`config.mk`:
```
export PLATFORM = sky130hd
export DESIGN_NAME = psl_sequencer
export DESIGN_NICKNAME = d
export VERILOG_FILES = /design/src/sv/psl_pkg.sv /design/src/sv/psl_sequencer.sv
export SDC_FILE = /design/constraint.sdc
export NUM_CORES = 1
export LEC_CHECK = 0
export BUFFER_PORTS_ARGS = -buffer_cell sky130_fd_sc_hd__buf_4
export CORE_UTILIZATION = 50
export DETAILED_ROUTE_END_ITERATION = 8
export PLACE_DENSITY = 0.82
export SLEW_MARGIN = 5
export SYNTH_ARGS = -nofsm -noshare
export SYNTH_HDL_FRONTEND = slang
export SYNTH_SLANG_ARGS = --single-unit
export TNS_END_PERCENT = 5
```
`constraint.sdc`:
```
create_clock -name clk_i -period 4.1 [get_ports clk_i]
set_input_delay 0.205 -clock clk_i [delete_from_list [all_inputs] [get_ports clk_i]]
set_output_delay 0.205 -clock clk_i [all_outputs]
set_load 0.01 [all_outputs]
```
`src/sv/psl_pkg.sv`:
```
// psl_pkg: shared widths, codes, control word layout and microcode rom
// for the per-symbol position list index. no dependencies.
`default_nettype none

package psl_pkg;

  localparam int WINDOW_ENTRIES = 2048;
  localparam int POSITION_BITS  = 32;
  localparam int HEAD_COUNT     = 256;
  localparam int ENTRY_COUNT    = WINDOW_ENTRIES + HEAD_COUNT;

  localparam int REQ_W    = 2;
  localparam int SYM_W    = 8;
  localparam int POS_W    = 32;
  localparam int IDX_W    = 12;
  localparam int STATUS_W = 2;
  localparam int SLOT_W   = $clog2(WINDOW_ENTRIES);
  localparam int HEAD_W   = $clog2(HEAD_COUNT);
  localparam int CNT_W    = $clog2(WINDOW_ENTRIES + 1);
  localparam int STEP_W   = 5;

  // stream packing
  localparam int IN_SYM_LSB   = REQ_W;
  localparam int IN_POS_LSB   = IN_SYM_LSB + SYM_W;
  localparam int IN_IDX_LSB   = IN_POS_LSB + POS_W;
  localparam int IN_FIELD_W   = IN_IDX_LSB + IDX_W;
  localparam int IN_W         = ((IN_FIELD_W + 7) / 8) * 8;
  localparam int OUT_HEAD_LSB = IDX_W;
  localparam int OUT_NXT_LSB  = OUT_HEAD_LSB + 1;
  localparam int OUT_PRV_LSB  = OUT_NXT_LSB + IDX_W;
  localparam int OUT_POS_LSB  = OUT_PRV_LSB + IDX_W;
  localparam int OUT_ST_LSB   = OUT_POS_LSB + POS_W;
  localparam int OUT_FIELD_W  = OUT_ST_LSB + STATUS_W;
  localparam int OUT_W        = ((OUT_FIELD_W + 7) / 8) * 8;
  localparam int OUT_PAD      = OUT_W - OUT_FIELD_W;

  // request codes
  localparam logic [REQ_W-1:0] REQ_ADD    = 2'd0;
  localparam logic [REQ_W-1:0] REQ_REMOVE = 2'd1;
  localparam logic [REQ_W-1:0] REQ_FIRST  = 2'd2;
  localparam logic [REQ_W-1:0] REQ_READ   = 2'd3;

  // status codes
  localparam logic [STATUS_W-1:0] ST_OK      = 2'd0;
  localparam logic [STATUS_W-1:0] ST_NO_FREE = 2'd1;
  localparam logic [STATUS_W-1:0] ST_BAD     = 2'd2;

  typedef logic [STEP_W-1:0] step_t;

  // program steps
  localparam step_t S_ADD_POP    = 5'd0;
  localparam step_t S_ADD_LATCH  = 5'd1;
  localparam step_t S_ADD_NODE   = 5'd2;
  localparam step_t S_ADD_LINK   = 5'd3;
  localparam step_t S_REM_HEAD   = 5'd4;
  localparam step_t S_REM_TAIL   = 5'd5;
  localparam step_t S_REM_READ   = 5'd6;
  localparam step_t S_REM_CHECK  = 5'd7;
  localparam step_t S_REM_UNLINK = 5'd8;
  localparam step_t S_FST_HEAD   = 5'd9;
  localparam step_t S_FST_NODE   = 5'd10;
  localparam step_t S_FST_READ   = 5'd11;
  localparam step_t S_FST_DESC   = 5'd12;
  localparam step_t S_RD_ENT     = 5'd13;
  localparam step_t S_RD_READ    = 5'd14;
  localparam step_t S_RD_DESC    = 5'd15;
  localparam step_t S_END        = 5'd16;

  typedef enum logic [2:0] {
    ENT_KEEP, ENT_FS, ENT_NL, ENT_PL, ENT_IDX
  } ent_src_e;

  typedef enum logic [1:0] {
    LAT_NONE, LAT_ADD, LAT_DESC
  } lat_e;

  typedef enum logic [1:0] {
    WR_NONE, WR_ADD_NODE, WR_ADD_LINK, WR_UNLINK
  } wr_e;

  typedef enum logic [1:0] {
    C_NONE, C_STACK_EMPTY, C_TAIL_BAD
  } cond_e;

  typedef struct packed {
    logic                rd_ent;     // link reads at working entry, else at head; position reads always at entry
    logic                pop;        // pop the free stack
    ent_src_e            ent_src;
    lat_e                lat;
    wr_e                 wr;
    cond_e               cond;
    step_t               target;
    logic [STATUS_W-1:0] jmp_status;
    logic                done;
  } ctrl_t;

  typedef struct packed {
    logic stack_empty;
    logic tail_bad;
  } flags_t;

  typedef struct packed {
    logic [IDX_W-1:0]    index;
    logic                is_head;
    logic [IDX_W-1:0]    next_link;
    logic [IDX_W-1:0]    prev_link;
    logic [POS_W-1:0]    stored_position;
    logic [STATUS_W-1:0] status;
  } result_t;

  function automatic step_t entry_step(input logic [REQ_W-1:0] req);
    step_t s;
    unique case (req)
      REQ_ADD:    s = S_ADD_POP;
      REQ_REMOVE: s = S_REM_HEAD;
      REQ_FIRST:  s = S_FST_HEAD;
      REQ_READ:   s = S_RD_ENT;
      default:    s = S_END;
    endcase
    return s;
  endfunction

  function automatic logic cond_hit(input cond_e c, input flags_t f);
    logic h;
    unique case (c)
      C_NONE:        h = 1'b0;
      C_STACK_EMPTY: h = f.stack_empty;
      C_TAIL_BAD:    h = f.tail_bad;
      default:       h = 1'b0;
    endcase
    return h;
  endfunction

  function automatic ctrl_t ucode(input step_t step);
    ctrl_t c;
    c.rd_ent     = 1'b0;
    c.pop        = 1'b0;
    c.ent_src    = ENT_KEEP;
    c.lat        = LAT_NONE;
    c.wr         = WR_NONE;
    c.cond       = C_NONE;
    c.target     = S_END;
    c.jmp_status = ST_OK;
    c.done       = 1'b0;
    unique case (step)
      S_ADD_POP: begin
        c.pop        = 1'b1;
        c.cond       = C_STACK_EMPTY;
        c.jmp_status = ST_NO_FREE;
      end
      S_ADD_LATCH: begin
        c.ent_src = ENT_FS;
        c.lat     = LAT_ADD;
      end
      S_ADD_NODE:   c.wr = WR_ADD_NODE;
      S_ADD_LINK: begin
        c.wr   = WR_ADD_LINK;
        c.done = 1'b1;
      end
      S_REM_HEAD:   c.rd_ent = 1'b0;
      S_REM_TAIL:   c.ent_src = ENT_PL;
      S_REM_READ:   c.rd_ent = 1'b1;
      S_REM_CHECK: begin
        c.lat        = LAT_DESC;
        c.cond       = C_TAIL_BAD;
        c.jmp_status = ST_BAD;
      end
      S_REM_UNLINK: begin
        c.wr   = WR_UNLINK;
        c.done = 1'b1;
      end
      S_FST_HEAD:   c.rd_ent = 1'b0;
      S_FST_NODE:   c.ent_src = ENT_NL;
      S_FST_READ:   c.rd_ent = 1'b1;
      S_FST_DESC: begin
        c.lat  = LAT_DESC;
        c.done = 1'b1;
      end
      S_RD_ENT:     c.ent_src = ENT_IDX;
      S_RD_READ:    c.rd_ent = 1'b1;
      S_RD_DESC: begin
        c.lat  = LAT_DESC;
        c.done = 1'b1;
      end
      S_END:        c.done = 1'b1;
      default:      c.done = 1'b1;
    endcase
    return c;
  endfunction

endpackage

`default_nettype wire

```
`src/sv/psl_sequencer.sv`:
```
// psl_sequencer: step counter, microcode rom lookup and conditional jumps.
// depends on psl_pkg.
`default_nettype none

module psl_sequencer (
  input  wire logic                       clk_i,
  input  wire logic                       rst_ni,
  input  wire logic                       start_i,
  input  wire logic [psl_pkg::REQ_W-1:0]  req_type_i,
  input  wire psl_pkg::flags_t            flags_i,
  input  wire logic                       out_blocked_i,
  output      logic                       busy_o,
  output      logic                       go_o,
  output      logic                       taken_o,
  output      psl_pkg::ctrl_t             ctrl_o
);

  logic           busy_q, busy_d;
  psl_pkg::step_t step_q, step_d;
  psl_pkg::ctrl_t ctrl;
  logic           go;
  logic           taken;

  assign ctrl  = psl_pkg::ucode(step_q);
  // hold the final step until the output register can take the result
  assign go    = busy_q && !(ctrl.done && out_blocked_i);
  assign taken = psl_pkg::cond_hit(ctrl.cond, flags_i);

  always_comb begin
    busy_d = busy_q;
    step_d = step_q;
    if (start_i) begin
      busy_d = 1'b1;
      step_d = psl_pkg::entry_step(req_type_i);
    end else if (go) begin
      if (ctrl.done) begin
        busy_d = 1'b0;
      end else if (taken) begin
        step_d = ctrl.target;
      end else begin
        step_d = step_q + psl_pkg::step_t'(1);
      end
    end
  end

  always_ff @(posedge clk_i or negedge rst_ni) begin
    if (!rst_ni) begin
      busy_q <= 1'b0;
      step_q <= psl_pkg::S_END;
    end else begin
      busy_q <= busy_d;
      step_q <= step_d;
    end
  end

  assign busy_o  = busy_q;
  assign go_o    = go;
  assign taken_o = taken;
  assign ctrl_o  = ctrl;

endmodule

`default_nettype wire

```
## Yosys cells after proc, flatten, opt, wreduce, memory -nomap -nowiden

Index checks and enable logic that the tools add are counted.

| storage, ports and cells | value |
|---|---|
| bits in registers | 6 |
| bits of input ports | 8 |
| output and inout bits | 22 |
| logic and storage cells | 52 |

| cells by class | value |
|---|---|
| add/sub/neg operators | 1 |
| eq/ne operators | 21 |
| multiplexer cells | 16 |
| reduce and logical (&&, ||, !) cells | 12 |

Operator list:

| operator | count |
|---|---|
| 5-bit by 4-bit == test with 1-bit output, second input constant | 8 |
| 5-bit by 3-bit == test with 1-bit output, second input constant | 4 |
| 5-bit two-way mux | 4 |
| 5-bit case mux with 4 select lines | 1 |
| 3-bit case mux with 4 select lines | 1 |
| 12-bit OR reduction | 1 |
| 5-bit by 2-bit == test with 1-bit output, second input constant | 2 |
| 2-bit case mux with 2 select lines | 2 |
| 2-bit == test, second input constant | 3 |
| 1-bit two-way mux | 6 |
| 2-bit case mux with 3 select lines | 1 |
| 3-bit OR reduction | 2 |
| 5-bit by 1-bit adder with 5-bit output, second input constant | 1 |
| 5-bit by 1-bit == test with 1-bit output, second input constant | 1 |
| 5-bit logical NOT | 1 |
| 2-bit by 1-bit == test with 1-bit output, second input constant | 2 |
| 2-bit AND reduction | 2 |
| 2-bit nonzero test | 2 |
| 1-bit logical AND | 2 |
| 2-bit logical NOT | 1 |
| 2-bit by 1-bit != test with 1-bit output, second input constant | 1 |
| 1-bit case mux with 2 select lines | 1 |
| 1-bit logical NOT | 1 |

## Logic depth before layout (Yosys ltp)

| logic depth | value |
|---|---|
| depth after elaboration | 8 |
| mapped depth | 10 |
| mapped depth without buffers | 9 |

## Worst setup path before layout

No wires, ideal clock.

| timing | value |
|---|---|
| path kind | reg-to-reg |
| from | register step_q[0] |
| to | register step_q[3] |
| setup time | 0.140 ns |
| arrival time | 2.359 ns |
| required time | 3.960 ns |
| slack | 1.601 ns |
| cell stages (with the launch flop) | 9 |
| path buffers | 1 |
| clock period less this slack | 2.499 ns |
| cells stage by stage | dfrtp_1 -> inv_1 -> ha_1 -> nor4b_1 -> ha_1 -> or2_1 -> clkbuf_1 -> a32oi_1 -> o311ai_2 |

| on the way | value |
|---|---|
| longest elaborated chain between the ends | 8 |
| elaborated cells between the ends (all ways) | 29 |
| those cells by class | add/sub (1); eq/ne (13); mux (7); reduce/logical (8) |

Ends and longest elaborated chain:

| item | RTL line | RTL |
|---|---|---|
| start, declared | psl_sequencer.sv:19 | `psl_pkg::step_t step_q, step_d;` |
| start signal, assigned | psl_sequencer.sv:49 | `step_q <= psl_pkg::S_END;` |
| start signal, assigned | psl_sequencer.sv:52 | `step_q <= step_d;` |
| 5-bit by 3-bit == test with 1-bit output (tied with other cells) | psl_pkg.sv:145 | `unique case (step)` |
| 2-bit case mux with 2 select lines / 12-bit OR reduction (equally long branches) | -- |  |
| 2-bit == test (tied with other cells) | psl_pkg.sv:125 | `unique case (c)` |
| 1-bit case mux with 2 select lines / 1-bit logical AND (equally long branches) | psl_pkg.sv:125, psl_sequencer.sv:26 |  |
| 5-bit two-way mux / 1-bit logical NOT (equally long branches) | psl_sequencer.sv:38, psl_sequencer.sv:26 |  |
| 5-bit two-way mux / 1-bit logical AND (equally long branches) | psl_sequencer.sv:36, psl_sequencer.sv:26 |  |
| 5-bit two-way mux / 2-bit nonzero test (equally long branches) | -- |  |
| 5-bit two-way mux / 2-bit AND reduction (equally long branches) | -- |  |

Several ways; a longest one is shown, not always the timed one. The select of a mux whose other input is x is not followed.
A chain may end at the register's enable or synchronous reset.

## Final worst setup path

| timing | value |
|---|---|
| from | register step_q[0] |
| to | output port taken_o |

| on the way | value |
|---|---|
| longest elaborated chain between the ends | 4 |
| elaborated cells between the ends (all ways) | 6 |
| those cells by class | eq/ne (3); mux (2); reduce/logical (1) |

Ends and longest elaborated chain:

| item | RTL line | RTL |
|---|---|---|
| 5-bit by 3-bit == test with 1-bit output / 5-bit logical NOT (equally long branches) | psl_pkg.sv:145 |  |
| 2-bit case mux with 2 select lines (*) | psl_pkg.sv:145 |  |
| 2-bit == test / 2-bit by 1-bit == test with 1-bit output (equally long branches) | psl_pkg.sv:125 |  |
| 1-bit case mux with 2 select lines (*) | psl_pkg.sv:125 |  |
| end, declared | psl_sequencer.sv:14 | `output logic taken_o,` |

Every way passes the cells marked *; elsewhere a longest branch is shown, timed or not.

==> flow_summary.ini <==
[status]
outcome = finished clean

[layout]
nets = 129
n_antenna_cell = 0
most-common-layout-cells = buf_4 (24), inv_1 (8), nor2_1 (8), ha_1 (8), a21oi_1 (6)
fillerInstances = 117
layout_commonest_cell = buf_4
drive_gt1_share_pct = 30.4
area_delta_synth_final_pct = 24.4

[placed_design]
io_buffer_count = 24
hpwlAfterDp_mm = 1.30
gp_congestion = 0.935

[detailed_routing]
drt_first_pass_iters = 4
drc = 0
drtIter0Drc = 22
drtAntennaViolNets = 0
drt_wl_total_mm = 1.63
dr_total_vias = 703
drt-vias-per-instance = 5.54
routedWlPerCell_um = 12.9

[synthesis]
synth_warnings = 0
synthCells = 92
synth_top_cell_area_share_pct = 17.5
yosys.cell_types.count = 31
netlist_area_sq_um = 717
avgSynthCellArea_sq_um = 7.79
synth_top_area_cell = dfrtp_1
yosysSeqAreaShare_pct = 21.1
synth_seq_cells = 6
synth_area_leaders = dfrtp_1 (17%), ha_1 (14%), buf_4 (7.3%)

[sta]
rsz0062_at_grt = false
finalHoldViolCount = 0
fin_tns_setup_ns = 0
relSlewSlack_pct = 61.9
skew_ns = 0.00707
worst_pin_slew_ns = 0.564
finalSetupViolCount = 0
hold_slack_ns = 0.210
fin_crit_sh_pct = 67.1
fin_crit_ns = 2.75
clock.fmax_mhz = 363
slew_viol_final = 0

[cts]
cts_tree = yes
clk_latency_ns = 0.24
cts-root-buf = clkbuf_4
clkSlewWorstSetupHoldPaths_ns = 0.05
cts_max_level = 1
cts_buffers = 3
cts_sinks = 6
ctsLongestPathBuffers = 2

[floorplan]
start_util_pct = 54.4
ioPinCount = 30
rows = 13
die_h_um = 39.9
die_w_um = 39.9
dieArea_sq_um = 1590
coreArea_sq_um = 1320

[global_routing]
grt-ovfl-total = 0
grt_pass1_wl_mm = 2.55
grt_max_degree = 16
grt_pass1_vias = 619
antenna_found_initial = 0
grt_use_total_pct = 24.1

[setup_path]
cpMostUsedCell = inv_1
crit_buf_inv = 4
crit_path_end_kind = primary output
rr_worst_depth = 9
required_ns = 3.89
cp.arrival_ns = 2.55
slowest_delay_ns = 0.50
path_cells = inv_1 -> ha_1 -> nor4b_1 -> inv_1 -> ha_1 -> a22oi_1 -> or2_1 -> inv_1 -> buf_4
cpMaxStageDelayCell = nor4b_1
cp_top_family = simple AND/OR/NAND/NOR gates
timing_worst_setup_path_type = reg -> out
reg2reg_from = step_q[0]$_DFFE_PN0P_
critPathLaunchType = register
r2r_slack_ns = 1.63
path_max_fanout = 7
r2r_end = step_q[1]$_DFFE_PN0P_

[worst_hold_path]
hold_start = req_type_i[1]
min_path_cells = 3
hp-class = in -> reg
min_to = step_q[3]$_DFFE_PN0P_

[power_and_ir_drop]
power_density_nw_per_um2 = 683
leakagePower_nw = 0.439
ir_drop_mv = 0.404

[flow_run]
drv_cap = 0
report_power, final:
group | total (mW) | internal [mW] | switching, mW
registers | 0.137 | 0.0843 | 0.0528
clock network | 0.0572 | 0.0368 | 0.0204
logic | 0.415 | 0.194 | 0.221
how the worst max path moves through the flow:
stage	startpoint	endpoint	slack, ns	cells past startpoint
after floorplan	step_q[0]$_DFFE_PN0P_	step_q[3]$_DFFE_PN0P_	1.60	8
after global placement	step_q[0]$_DFFE_PN0P_	taken_o	1.76	9
after detailed placement	step_q[0]$_DFFE_PN0P_	taken_o	1.64	9
after CTS	step_q[0]$_DFFE_PN0P_	taken_o	1.35	9
after global routing	step_q[0]$_DFFE_PN0P_	taken_o	1.11	9
final	step_q[0]$_DFFE_PN0P_	taken_o	1.35	9
worst register-to-register path: stages (launching register included):
cell	delay, ns
dfrtp_1	0.42
inv_1	0.13
ha_1	0.25
nor4b_1	0.50
inv_1	0.14
ha_1	0.22
a22oi_1	0.17
or2_1	0.26
nand4_1	0.14
a21oi_1	0.16
cells in the mapped netlist, drive strengths merged:
| cell | instances |
|---|---|
| a21boi | 1 |
| nand4 | 4 |
| and2 | 1 |
| o21ai | 1 |
| inv | 9 |
| a22oi | 2 |
| o31ai | 1 |
| nand3 | 4 |
| o311ai | 3 |
| xor2 | 1 |
| mux2i | 1 |
| dfstp | 1 |
| or2 | 2 |
| ha | 8 |
| conb | 2 |
| nor3b | 1 |
| a21o | 1 |
| and3 | 3 |
| buf | 7 |
| nor4b | 2 |
| nor2 | 8 |
| clkbuf | 5 |
| a21oi | 6 |
| dfrtp | 5 |
| nor2b | 2 |
| a32oi | 1 |
| a221o | 1 |
| nor3 | 5 |
| nand2 | 4 |
cells by family (layout without fill, tap and decap cells):
| group | count (synthesis) | after routing | share of synthesized area, % |
|---|---|---|---|
| DFF | 6 | 6 | 21.1 |
| buffers and inverters | 21 | 38 | 14.7 |
| other | 2 | 5 | 1.05 |
| adders and majority gates | 8 | 8 | 14.0 |
| muxes | 1 | 1 | 1.40 |
| AOI/OAI and AO/OA | 17 | 17 | 19.7 |
| and+or+nand+nor | 36 | 36 | 26.9 |
| xor gates and xnor gates | 1 | 1 | 1.22 |
state kept, by name, indices dropped and copies added (netlist names):
register	flops
busy_o	1
step_q	5
timing repair:
item	4_1_cts	5_1_grt
hold buffers	1	0
buffers inserted	0	0
gates resized for setup	0	0
hold endpoints to repair	6	0
per-layer routing:
metal  wire (um)  up-vias  GRT usage, %
met1         716      323          29.4
li1            -      350             -
met2         833       30          40.7
met4           0        0          9.48
met5           0        -             0
met3          82        0          4.55
cell type report:
| class | count | area (sq um) | area share [%] |
|---|---|---|---|
| inverters | 9 | 33.8 | 3.79 |
| repair buffers | 25 | 190 | 21.3 |
| well taps | 15 | 18.8 | 2.10 |
| clock buffers | 4 | 26.3 | 2.95 |
| multi-input cells | 68 | 472 | 52.9 |
| flip-flops and latches | 6 | 151 | 17.0 |
stage by stage:
| step | cell area, sq um | power (mW) | cells | setup WS [ns] | utilization (%) |
|---|---|---|---|---|---|
| after floorplan | 728 | 0.403 | 95 | 1.60 | - |
| after CTS | 892 | 0.613 | 127 | 1.35 | 67.7 |
| after global routing | 892 | 0.661 | 127 | 1.11 | 67.7 |
| after global placement | 856 | 0.541 | 122 | 1.76 | 65.0 |
| final | 892 | 0.610 | 127 | 1.35 | 67.7 |
| after detailed placement | 856 | 0.552 | 122 | 1.64 | 65.0 |
Note: power is estimated with default switching activity, not from simulation.
